===== src/sv/lc4_pkg.sv =====
package lc4_pkg;

  localparam int GridSide    = 6;
  localparam int GridTiles   = GridSide * GridSide;
  localparam int TileW       = 6;
  localparam int PosW        = 3;
  localparam int KeyW        = 54;
  localparam int TilesPerReg = 9;
  localparam int NumKeyRegs  = 4;
  localparam int CfgIdxW     = 2;
  localparam int LutDepth    = 2 ** TileW;

  typedef logic [TileW-1:0] tile_t;
  typedef logic [PosW-1:0]  pos_t;
  typedef tile_t [GridSide-1:0] row_t;
  typedef row_t  [GridSide-1:0] grid_t;
  typedef pos_t  [LutDepth-1:0] lut_t;

  typedef struct packed {
    pos_t row;
    pos_t col;
  } marker_t;

  typedef enum logic [CfgIdxW-1:0] {
    CfgKeyA = 2'd0,
    CfgKeyB = 2'd1,
    CfgKeyC = 2'd2,
    CfgKeyD = 2'd3
  } cfg_reg_e;

  // row offset of a tile value: (v / 6) mod 6
  function automatic lut_t build_row_lut();
    lut_t l;
    for (int k = 0; k < LutDepth; k++) begin
      l[k] = pos_t'((k / GridSide) % GridSide);
    end
    return l;
  endfunction

  // column offset of a tile value: v mod 6
  function automatic lut_t build_col_lut();
    lut_t l;
    for (int k = 0; k < LutDepth; k++) begin
      l[k] = pos_t'(k % GridSide);
    end
    return l;
  endfunction

  localparam lut_t RowLut = build_row_lut();
  localparam lut_t ColLut = build_col_lut();

  // both operands below GridSide
  function automatic pos_t add_mod(pos_t a, pos_t b);
    logic [PosW:0] s;
    s = {1'b0, a} + {1'b0, b};
    if (s >= (PosW+1)'(GridSide)) begin
      s = s - (PosW+1)'(GridSide);
    end
    return s[PosW-1:0];
  endfunction

  function automatic pos_t inc_mod(pos_t a);
    pos_t r;
    r = (a == pos_t'(GridSide - 1)) ? '0 : a + pos_t'(1);
    return r;
  endfunction

endpackage


===== src/sv/lc4_stream_encrypt.sv =====
// LC4 (ElsieFour) stream encryption, one 6-bit tile symbol per request. The block takes
// a new symbol in every clock cycle while input ready is high; its ciphertext goes into
// the output buffer and the grid and marker update are registered on acceptance, since
// the next symbol starts from the state it leaves. A two-entry output buffer holds
// results while the consumer stalls, so input ready drops only once both entries are
// full. Load the four key registers (tiles 0-8, 9-17, 18-26, 27-35, six bits each,
// row-major) with a permutation of 0..35 and set message_start on the first symbol of
// each message to reload the grid and clear the marker.
module lc4_stream_encrypt (
  input  logic                          clk_i,
  input  logic                          rst_ni,
  input  logic                          cfg_we_i,
  input  logic [lc4_pkg::CfgIdxW-1:0]   cfg_index_i,
  input  logic [lc4_pkg::KeyW-1:0]      cfg_data_i,
  input  logic                          in_valid_i,
  output logic                          in_ready_o,
  input  logic [lc4_pkg::TileW-1:0]     plain_symbol_i,
  input  logic                          message_start_i,
  output logic                          out_valid_o,
  input  logic                          out_ready_i,
  output logic [lc4_pkg::TileW-1:0]     cipher_symbol_o
);

  logic [lc4_pkg::KeyW-1:0] key_q [lc4_pkg::NumKeyRegs];
  lc4_pkg::grid_t           key_grid;
  lc4_pkg::grid_t           grid_q, grid_d;
  lc4_pkg::marker_t         marker_q, marker_d;
  lc4_pkg::tile_t           cipher;
  logic                     in_accept;

  assign in_accept = in_valid_i && in_ready_o;

  always_ff @(posedge clk_i or negedge rst_ni) begin
    if (!rst_ni) begin
      for (int k = 0; k < lc4_pkg::NumKeyRegs; k++) begin
        key_q[k] <= '0;
      end
    end else if (cfg_we_i) begin
      case (lc4_pkg::cfg_reg_e'(cfg_index_i))
        lc4_pkg::CfgKeyA: key_q[lc4_pkg::CfgKeyA] <= cfg_data_i;
        lc4_pkg::CfgKeyB: key_q[lc4_pkg::CfgKeyB] <= cfg_data_i;
        lc4_pkg::CfgKeyC: key_q[lc4_pkg::CfgKeyC] <= cfg_data_i;
        lc4_pkg::CfgKeyD: key_q[lc4_pkg::CfgKeyD] <= cfg_data_i;
        default: ;
      endcase
    end
  end

  always_comb begin
    for (int k = 0; k < lc4_pkg::GridTiles; k++) begin
      key_grid[k / lc4_pkg::GridSide][k % lc4_pkg::GridSide] =
        key_q[k / lc4_pkg::TilesPerReg][lc4_pkg::TileW * (k % lc4_pkg::TilesPerReg) +:
                                        lc4_pkg::TileW];
    end
  end

  lc4_step u_step (
    .grid_i          (grid_q),
    .key_grid_i      (key_grid),
    .marker_i        (marker_q),
    .plain_symbol_i  (plain_symbol_i),
    .message_start_i (message_start_i),
    .cipher_symbol_o (cipher),
    .grid_o          (grid_d),
    .marker_o        (marker_d)
  );

  always_ff @(posedge clk_i or negedge rst_ni) begin
    if (!rst_ni) begin
      grid_q   <= '0;
      marker_q <= '0;
    end else if (in_accept) begin
      grid_q   <= grid_d;
      marker_q <= marker_d;
    end
  end

  lc4_out_buf u_out_buf (
    .clk_i       (clk_i),
    .rst_ni      (rst_ni),
    .push_i      (in_accept),
    .push_data_i (cipher),
    .ready_o     (in_ready_o),
    .out_valid_o (out_valid_o),
    .out_ready_i (out_ready_i),
    .out_data_o  (cipher_symbol_o)
  );

  a_marker_in_grid: assert property (@(posedge clk_i) disable iff (!rst_ni)
    (marker_q.row < lc4_pkg::pos_t'(lc4_pkg::GridSide)) &&
    (marker_q.col < lc4_pkg::pos_t'(lc4_pkg::GridSide)))
    else $error("marker left the grid");

  a_state_holds_when_idle: assert property (@(posedge clk_i) disable iff (!rst_ni)
    !in_accept |=> ($stable(grid_q) && $stable(marker_q)))
    else $error("grid or marker changed without a request");

endmodule


===== src/sv/lc4_step.sv =====
module lc4_step (
  input  lc4_pkg::grid_t   grid_i,
  input  lc4_pkg::grid_t   key_grid_i,
  input  lc4_pkg::marker_t marker_i,
  input  lc4_pkg::tile_t   plain_symbol_i,
  input  logic             message_start_i,
  output lc4_pkg::tile_t   cipher_symbol_o,
  output lc4_pkg::grid_t   grid_o,
  output lc4_pkg::marker_t marker_o
);

  lc4_pkg::grid_t   g;
  lc4_pkg::grid_t   g_row;
  lc4_pkg::marker_t mk;
  lc4_pkg::pos_t    r;
  lc4_pkg::pos_t    c;
  lc4_pkg::pos_t    x;
  lc4_pkg::pos_t    y;
  lc4_pkg::pos_t    y_rot;
  lc4_pkg::pos_t    mcol_rot;
  lc4_pkg::pos_t    mrow_rot;
  lc4_pkg::tile_t   m;
  lc4_pkg::tile_t   ct;

  assign g  = message_start_i ? key_grid_i : grid_i;
  assign mk = message_start_i ? '0 : marker_i;

  // first match in row-major order wins, no match falls back to the corner
  always_comb begin
    r = '0;
    c = '0;
    for (int i = lc4_pkg::GridSide - 1; i >= 0; i--) begin
      for (int j = lc4_pkg::GridSide - 1; j >= 0; j--) begin
        if (g[i][j] == plain_symbol_i) begin
          r = lc4_pkg::pos_t'(i);
          c = lc4_pkg::pos_t'(j);
        end
      end
    end
  end

  assign m  = g[mk.row][mk.col];
  assign x  = lc4_pkg::add_mod(r, lc4_pkg::RowLut[m]);
  assign y  = lc4_pkg::add_mod(c, lc4_pkg::ColLut[m]);
  assign ct = g[x][y];

  // plaintext row rotates right
  always_comb begin
    for (int i = 0; i < lc4_pkg::GridSide; i++) begin
      for (int j = 0; j < lc4_pkg::GridSide; j++) begin
        if (lc4_pkg::pos_t'(i) == r) begin
          g_row[i][j] = g[i][(j + lc4_pkg::GridSide - 1) % lc4_pkg::GridSide];
        end else begin
          g_row[i][j] = g[i][j];
        end
      end
    end
  end

  // marker and cipher position follow the row rotation
  assign mcol_rot = (mk.row == r) ? lc4_pkg::inc_mod(mk.col) : mk.col;
  assign y_rot    = (x == r) ? lc4_pkg::inc_mod(y) : y;

  // ciphertext column rotates down
  always_comb begin
    for (int i = 0; i < lc4_pkg::GridSide; i++) begin
      for (int j = 0; j < lc4_pkg::GridSide; j++) begin
        if (lc4_pkg::pos_t'(j) == y_rot) begin
          grid_o[i][j] = g_row[(i + lc4_pkg::GridSide - 1) % lc4_pkg::GridSide][j];
        end else begin
          grid_o[i][j] = g_row[i][j];
        end
      end
    end
  end

  assign mrow_rot = (mcol_rot == y_rot) ? lc4_pkg::inc_mod(mk.row) : mk.row;

  assign marker_o.row    = lc4_pkg::add_mod(mrow_rot, lc4_pkg::RowLut[ct]);
  assign marker_o.col    = lc4_pkg::add_mod(mcol_rot, lc4_pkg::ColLut[ct]);
  assign cipher_symbol_o = ct;

endmodule


===== src/sv/lc4_out_buf.sv =====
module lc4_out_buf (
  input  logic           clk_i,
  input  logic           rst_ni,
  input  logic           push_i,
  input  lc4_pkg::tile_t push_data_i,
  output logic           ready_o,
  output logic           out_valid_o,
  input  logic           out_ready_i,
  output lc4_pkg::tile_t out_data_o
);

  logic           main_v_q, main_v_d;
  logic           skid_v_q, skid_v_d;
  lc4_pkg::tile_t main_q, main_d;
  lc4_pkg::tile_t skid_q, skid_d;
  logic           pop;

  assign pop     = main_v_q && out_ready_i;
  assign ready_o = !skid_v_q;

  always_comb begin
    main_v_d = main_v_q;
    skid_v_d = skid_v_q;
    main_d   = main_q;
    skid_d   = skid_q;
    if (pop) begin
      if (skid_v_q) begin
        main_d   = skid_q;
        skid_v_d = push_i;
        skid_d   = push_data_i;
      end else begin
        main_v_d = push_i;
        main_d   = push_data_i;
      end
    end else if (push_i) begin
      if (!main_v_q) begin
        main_v_d = 1'b1;
        main_d   = push_data_i;
      end else begin
        skid_v_d = 1'b1;
        skid_d   = push_data_i;
      end
    end
  end

  always_ff @(posedge clk_i or negedge rst_ni) begin
    if (!rst_ni) begin
      main_v_q <= 1'b0;
      skid_v_q <= 1'b0;
    end else begin
      main_v_q <= main_v_d;
      skid_v_q <= skid_v_d;
    end
  end

  always_ff @(posedge clk_i) begin
    main_q <= main_d;
    skid_q <= skid_d;
  end

  assign out_valid_o = main_v_q;
  assign out_data_o  = main_q;

  a_skid_needs_main: assert property (@(posedge clk_i) disable iff (!rst_ni)
    skid_v_q |-> main_v_q)
    else $error("skid entry held without a head entry");

  a_no_overflow: assert property (@(posedge clk_i) disable iff (!rst_ni)
    push_i |-> ready_o)
    else $error("request pushed into a full buffer");

  a_stall_fills_skid: assert property (@(posedge clk_i) disable iff (!rst_ni)
    (push_i && main_v_q && !out_ready_i) |=> (skid_v_q && skid_q == $past(push_data_i)))
    else $error("stalled request not caught by skid entry");

endmodule

===== config.mk =====
export PLATFORM = sky130hd
export DESIGN_NAME = lc4_stream_encrypt
export DESIGN_NICKNAME = d
export VERILOG_FILES = /design/src/sv/lc4_pkg.sv /design/src/sv/lc4_stream_encrypt.sv /design/src/sv/lc4_step.sv /design/src/sv/lc4_out_buf.sv
export SDC_FILE = /design/constraint.sdc
export NUM_CORES = 2
export LEC_CHECK = 0
export BUFFER_PORTS_ARGS = -buffer_cell sky130_fd_sc_hd__buf_2
export CORE_ASPECT_RATIO = 0.6
export CORE_MARGIN = 1
export CORE_UTILIZATION = 45
export CTS_CLUSTER_SIZE = 14
export DETAILED_ROUTE_END_ITERATION = 10
export PLACE_DENSITY = 0.59
export RECOVER_POWER = 25
export SYNTH_ARGS = -nofsm -noshare
export SYNTH_HDL_FRONTEND = slang
export SYNTH_SLANG_ARGS = --single-unit

===== constraint.sdc =====
create_clock -name clk_i -period 21.3 [get_ports clk_i]
set_input_delay 4.26 -clock clk_i [delete_from_list [all_inputs] [get_ports clk_i]]
set_output_delay 4.26 -clock clk_i [all_outputs]
set_load 0.01 [all_outputs]

After elaboration in Yosys (flattened, before gate mapping):

Memory sizes are Yosys's and may differ from the RTL's.
Index checks and enable logic that the tools add are counted.

* word-level logic and storage cells: 327
* input port bits: 68
* flip-flop bits (word level): 452
* memories: 4
* output and inout port bits: 8
* ROM bits: 768

* add/sub/neg operators: 11
* order comparisons: 10
* reduce and logical (&&, ||, !) cells: 16
* eq/ne operators: 58
* mux-type cells: 182

Memory list
* (no name shown): words 64, bits a word 3, rd ports 1, clocked after Yosys merged registers in 0, write ports 0, RTL line lc4_step.sv:44 `assign y = lc4_pkg::add_mod(c, lc4_pkg::ColLut[m]);`
* (no name shown): words 64, bits a word 3, rd ports 1, clocked after Yosys merged registers in 0, write ports 0, RTL line lc4_step.sv:79 `assign marker_o.row = lc4_pkg::add_mod(mrow_rot, lc4_pkg::RowLut[ct]);`
* (no name shown): words 64, bits a word 3, rd ports 1, clocked after Yosys merged registers in 0, write ports 0, RTL line lc4_step.sv:80 `assign marker_o.col = lc4_pkg::add_mod(mcol_rot, lc4_pkg::ColLut[ct]);`
* (no name shown): words 64, bits a word 3, rd ports 1, clocked after Yosys merged registers in 0, write ports 0, RTL line lc4_step.sv:43 `assign x = lc4_pkg::add_mod(r, lc4_pkg::RowLut[m]);`

Operators with widths (count)
* 2-to-1 mux 6 bit: 83
* 2-to-1 mux 3 bit: 85
* binary-select mux 36 bit (select 3 bit): 2
* equality test 6 bit: 36
* 2-to-1 mux 216 bit: 1
* 2-to-1 mux 36 bit: 2
* binary-select mux 6 bit (select 3 bit): 2
* adder 3 x 3 -> 4 bit: 4
* greater-or-equal comparator 4 x 3 -> 1 bit, second input constant: 4
* less-than comparator 3 x 4 -> 1 bit, second input constant: 4
* less-than comparator 6 x 7 -> 1 bit, second input constant: 2
* AND reduction 2 bit: 7
* equality test 2 x 3 -> 1 bit, first input constant: 4
* equality test 3 bit, first input constant: 4
* subtractor 3 bit, second input constant: 4
* adder 3 x 1 -> 3 bit, second input constant: 3
* equality test 3 bit: 3
* equality test 3 bit, second input constant: 3
* 2-to-1 mux 1 bit: 7
* equality test 1 x 3 -> 1 bit, first input constant: 2
* logical NOT 3 bit: 2
* equality test 2 bit, second input constant: 2
* inequality test 2 bit, second input constant: 2
* nonzero test 2 bit: 2
* other kinds (6): 7

Depth between registers and ports, before layout:

* word-level depth: 50
* mapped depth: 51
* mapped depth without buffers: 37

Hierarchy:

A second synthesis with hierarchy kept.

* cell total of the unflattened synthesis: 2847
* area total of the unflattened synthesis: 36258.5 µm²

Modules (own cells, without submodules)
* lc4_step: cells each 1888, times used 1, area an instance 18659.1 µm²
* lc4_stream_encrypt: cells each 929, times used 1, area an instance 17041.3 µm²
* lc4_out_buf: cells each 30, times used 1, area an instance 558.0 µm²

Worst setup path before layout:

OpenSTA, ideal clock, no wires.

* path kind: in2reg
* from: in message_start_i
* to: reg marker_q[1] in the netlist's numbering
* setup slack: 7.819 ns
* path buffers: 15
* arrival time: 13.399 ns
* setup time: 0.083 ns
* stages: 48
* required time: 21.217 ns
* cell sequence: buf_6 -> buf_6 -> buf_6 -> buf_6 -> buf_6 -> buf_6 -> buf_4 -> buf_4 -> buf_6 -> buf_6 -> buf_6 -> buf_6 -> buf_4 -> a21oi_1 -> nor2_1 -> a21oi_1 -> a2111oi_0 -> a221oi_1 -> (+12 left out) -> clkbuf_1 -> mux4_2 -> mux4_2 -> nand2_1 -> o21ai_0 -> a21oi_1 -> nor2_1 -> o22ai_1 -> inv_1 -> ha_1 -> nand2_1 -> o21ai_0 -> a221o_1 -> ha_1 -> a21o_1 -> a21oi_1 -> mux2_2 -> o21ai_0

* cells in the longest elaborated chain, start to end: 50
* elaborated cells on any way between the ends: 140
* those cells by class: 7 x add/sub; 3 x order compare; 38 x eq/ne; 89 x mux; 3 x memory

RTL lines
* from (decl): RTL line lc4_stream_encrypt.sv:18 `input logic message_start_i,`
* 2-to-1 mux 216 bit: RTL line lc4_step.sv:25 `assign g = message_start_i ? key_grid_i : grid_i;`
* equality test 6 bit: RTL line lc4_step.sv:34 `if (g[i][j] == plain_symbol_i) begin`
* 2-to-1 mux 3 bit (36 in a row): RTL line lc4_step.sv:34
* adder 3 x 3 -> 4 bit: RTL line lc4_pkg.sv:55 `s = {1'b0, a} + {1'b0, b};`
* greater-or-equal comparator 4 x 3 -> 1 bit / subtractor 3 bit (equally long branches): RTL line lc4_pkg.sv:56, lc4_pkg.sv:57
* 2-to-1 mux 3 bit: RTL line lc4_pkg.sv:56 `if (s >= (PosW+1)'(GridSide)) begin`
* binary-select mux 36 bit (select 3 bit): RTL line lc4_step.sv:45 `assign ct = g[x][y];`
* 2-to-1 mux 36 bit (implied by the code): RTL line lc4_step.sv:45
* binary-select mux 6 bit (select 3 bit) (*): RTL line lc4_step.sv:45
* 2-to-1 mux 6 bit (implied by the code) (*): RTL line lc4_step.sv:45
* via cipher[1]: RTL line lc4_stream_encrypt.sv:28 `lc4_pkg::tile_t cipher;`
* memory (64 x 3 bit) (*)
* 2-to-1 mux 3 bit (implied by the code) (*): RTL line lc4_step.sv:80
* adder 3 x 3 -> 4 bit (*): RTL line lc4_pkg.sv:55
* greater-or-equal comparator 4 x 3 -> 1 bit / subtractor 3 bit (equally long branches): RTL line lc4_pkg.sv:56, lc4_pkg.sv:57
* 2-to-1 mux 3 bit (*): RTL line lc4_pkg.sv:56
* to (signal assigned): RTL line lc4_stream_encrypt.sv:74 `marker_q <= marker_d;`
* to (decl): RTL line lc4_stream_encrypt.sv:27 `lc4_pkg::marker_t marker_q, marker_d;`

Mark *: on every way through the listed nets, which the timed path passes. The rest lies on a longest branch. The select of a mux whose other input is x is not followed.
A chain may end at the register's enable or synchronous reset.

==> summary.md <==
| Metric | Value |
|---|---|
| Minimum clock period | between 15,000 and 20,000 ps |
| R2r worst-path depth | 35 |
| Fill cell count | around 7,000 |
| Synth top area share | 0.306 |
| RSZ-0062 raised after global routing | no |
| I/O Pins | 76 |
| DRC | 0 |
| Prevailing post-synth register cell | dfrtp_1 |
| H-Tree Depth | 2 |
| Critical setup path kind | input pin to asynchronous set/reset pin |
| Post-synthesis compound-gate area fraction | 0.0695 |
| Synthesized instance count | approximately 3,000 |
| Fmax | between 60 and 70 MHz |
| Endpoint class of the critical path | asynchronous set/reset pin |
| Final WL | approximately 160,000 µm |
| Dpl cells | around 4,000 |
| Final Hold Fails | 0 |
| Chip Height | around 220 µm |
| Slowest cell on crit path | clkbuf_1 |
| Relative slew margins | -4.46 |
| Fin cells | 4,048 |
| Synthesized area | 36,000 µm² |
| Hold_sp | grid_q[150] |
| Simple-gate share of the synthesized area | 0.0636 |
| Fin Setup TNS | 0 ps |
| Horiz. Die Dim | 367 µm |
| Storage cell area | between 10,000 and 15,000 µm² |
| Fin nets | 3,042 |
| CTS tree | yes |
| Cell family with most CP delay | buffers and inverters |
| Drt first pass iters | 8 |
| GPL Wtd Cong | around 1.1 |
| Total global routing overflow | 0 |
| Most frequent cells in the layout | mux2i_1, dfrtp_1, mux4_2, nand2_1, mux2_2 |
| Worst EP required | between 15,000 and 20,000 ps |
| Combinational family with the most area after synthesis | multiplexers |
| Die ar. | 81,100 µm² |
| # setup viols final | 0 |
| Worst r2r dst | marker_q[1] |
| Distinct cell type count after synthesis | between 80 and 90 |
| Initial antenna violation count | 19 |
| I/O Buffers | 75 |
| Tcrit/Tclk final | 0.729 |
| Postcts setup bufs | 0 |
| Area of the multi-input gates | 23,300 µm² |
| Cell Rows | 79 |
| FF-to-FF setup slack | approximately 11,000 ps |
| Gr usage total | 0.380 |
| PostCTS Resize Cnt | 0 |
| Worst-Skew Late Latency | between 600 and 700 ps |
| Max cap viols | 6 |
| Post-synthesis adder-cell area fraction | 0.00988 |
| CTS clk-pin slew, worst paths | ~80 ps |
| Largest net degree at the start of global routing | between 100 and 150 |
| Hold path cells | 2 |
| Crit-path max FO | 144 |
| Core footprint | approximately 80,000 µm² |
| Worst Max-Slew Pin Slew | approximately 8000 ps |
| Root Driver | clkbuf_16 |
| Fin. max-slew vios | 434 |
| Yosys top cell by area | dfrtp_1 |
| Arr. time, crit path | around 14,000 ps |
| Post-DP HPWL | around 110,000 µm |
| Hold buffer count at CTS | 0 |
| Yosys warnings | 0 |
| CP max stage delay | ~5900 ps |
| Clk_skew | between 20 and 30 ps |
| Status | complete, but fails checks |
| Post-synthesis mux area share | 0.444 |
| Yosys reg bits | about 450 |
| Initial DRC Count | between 3,000 and 4,000 |
| CTS sink cnt | roughly 450 |
| Buf/Inv on CP | 2 |
| EDFF count, synth | 12 |
| Global-route wire length before repair | 220,000 µm |
| Initial Util | 0.459 |
| Failing checks | max-capacitance violations, max-slew violations |
| Wire length per cell | 38.3 µm |
| Vias in the first global route | ~28,000 |
| Syn_area_per_cell | about 12 µm² |
| Worst min-delay path category | register to register |
| Syn_nets | ~3,100 |
| Most common cell after layout, fill and taps aside | mux2i_1 |
| Top cells by area, synth | dfrtp_1, mux4_2, mux2i_1 |
| Sequential fraction of the synthesis area | 0.316 |
| Post-Synth XOR/XNOR Area | 0.0553 |
| Asr flop ratio synth | 0.973 |
| Clk buf depth | 3 |
| Final ANT Viol Nets | 0 |
| Via density | just over 7 |
| Routed via count | between 20,000 and 30,000 |
| Critical Path, Cell by Cell | clkbuf_1, clkbuf_1 |
| Share of layout cells above drive strength 1 | 0.291 |
| Area growth from synthesis to layout | 7.50% |
| Most frequent CP cell | clkbuf_1 |
| CTS Buf Count | 48 |
| Hold Path End | grid_q[150] |
| Critical Path Start Type | input pin |
| RR Startpoint | marker_q[4] |
==> per-layer routing <==
| metal | vias up | share of wire | track usage |
|---|---|---|---|
| met5 | - | 0.00022 | 0.00466 |
| met4 | 6 | 0.024 | 0.0883 |
| met3 | 282 | 0.14 | 0.149 |
| met2 | 2149 | 0.39 | 0.490 |
| met1 | 14900 | 0.44 | 0.586 |
| li1 | 11400 | - | - |
==> flip-flops by register name (all words and copies together) (netlist names) <==
name,count
u_out_buf.out_valid_o,1
u_out_buf.skid_q,6
u_out_buf.out_data_o,6
marker_q,6
grid_q,216
u_out_buf.skid_v_q,1
key_grid,216
==> layout make-up <==
class | count | share of cell area
Antenna cell | 9 | 0.000582
Clock buffer | 61 | 0.0347
Clock inverter | 27 | 0.0102
Inverter | 26 | 0.00252
Multi-Input combinational cell | 2283 | 0.602
Sequential cell | 452 | 0.294
Tap cell | 1053 | 0.0341
Timing Repair Buffer | 137 | 0.0222
==> cell families after synthesis <==
kind of cell             after synthesis
AND/OR/NAND/NOR                      517
adder cells (fa/ha/maj)               26
XOR/XNOR                             227
AO/OA/AOI/OAI                        424
multiplexers                        1089
flip-flops                           452
buffers and inverters                276
==> cells in the mapped netlist (4+ instances only) <==
cell / number
a21oi_1: 36
nand2b_1: 5
edfxtp_1: 12
xor2_1: 52
nand3b_1: 4
nor2b_1: 8
xnor2_1: 175
buf_8: 5
o31ai_1: 4
nand2_1: 311
a22oi_1: 14
nand3_1: 21
buf_6: 27
nand4_1: 9
a211oi_1: 8
mux2i_1: 472
o22ai_1: 17
buf_1: 20
nor2_1: 89
a21o_1: 6
buf_4: 31
inv_1: 24
a221oi_1: 5
ha_1: 22
a32oi_1: 4
dfrtp_1: 440
nor4_1: 26
and3_1: 4
nor3b_1: 5
clkbuf_1: 126
mux4_2: 383
o21ai_1: 193
or2_2: 4
mux2_2: 231
buf_2: 40
o21ai_0: 83
o22a_1: 5
a22o_1: 8
a31oi_1: 5
fa_1: 4
nor3_1: 9
==> how the worst max path moves through the flow <==
stage                         start          end  slack, ps  cells after the start
floorplan           message_start_i  marker_q[1]       7820                     48
global placement    message_start_i  marker_q[1]       5910                     33
detailed placement  message_start_i  marker_q[1]       5890                     33
CTS                 message_start_i  marker_q[1]       6530                     33
global route                 rst_ni   grid_q[69]       3600                      2
finish                       rst_ni  grid_q[212]       5780                      2
==> through the flow <==
step | setup slack (ps) | util | cell area, µm² | hold slack, ps
2_1_floorplan | 7820 | - | 36000 | 455
3_3_place_gp | 5910 | 0.472 | 37000 | 474
3_5_place_dp | 5890 | 0.472 | 37000 | 476
4_1_cts | 6530 | 0.494 | 38700 | 493
5_1_grt | 3600 | 0.494 | 38600 | 521
6_report | 5780 | 0.494 | 38700 | 490
==> worst min-delay path, cell delays in order, from the launching register on <==
cell	delay [ps]
dfrtp_1	340
nand2_1	50
o21ai_1	60
Power is left out: the tool's default activity adds up to more than one toggle a clock period on the data nets, which glitch-free logic cannot reach.
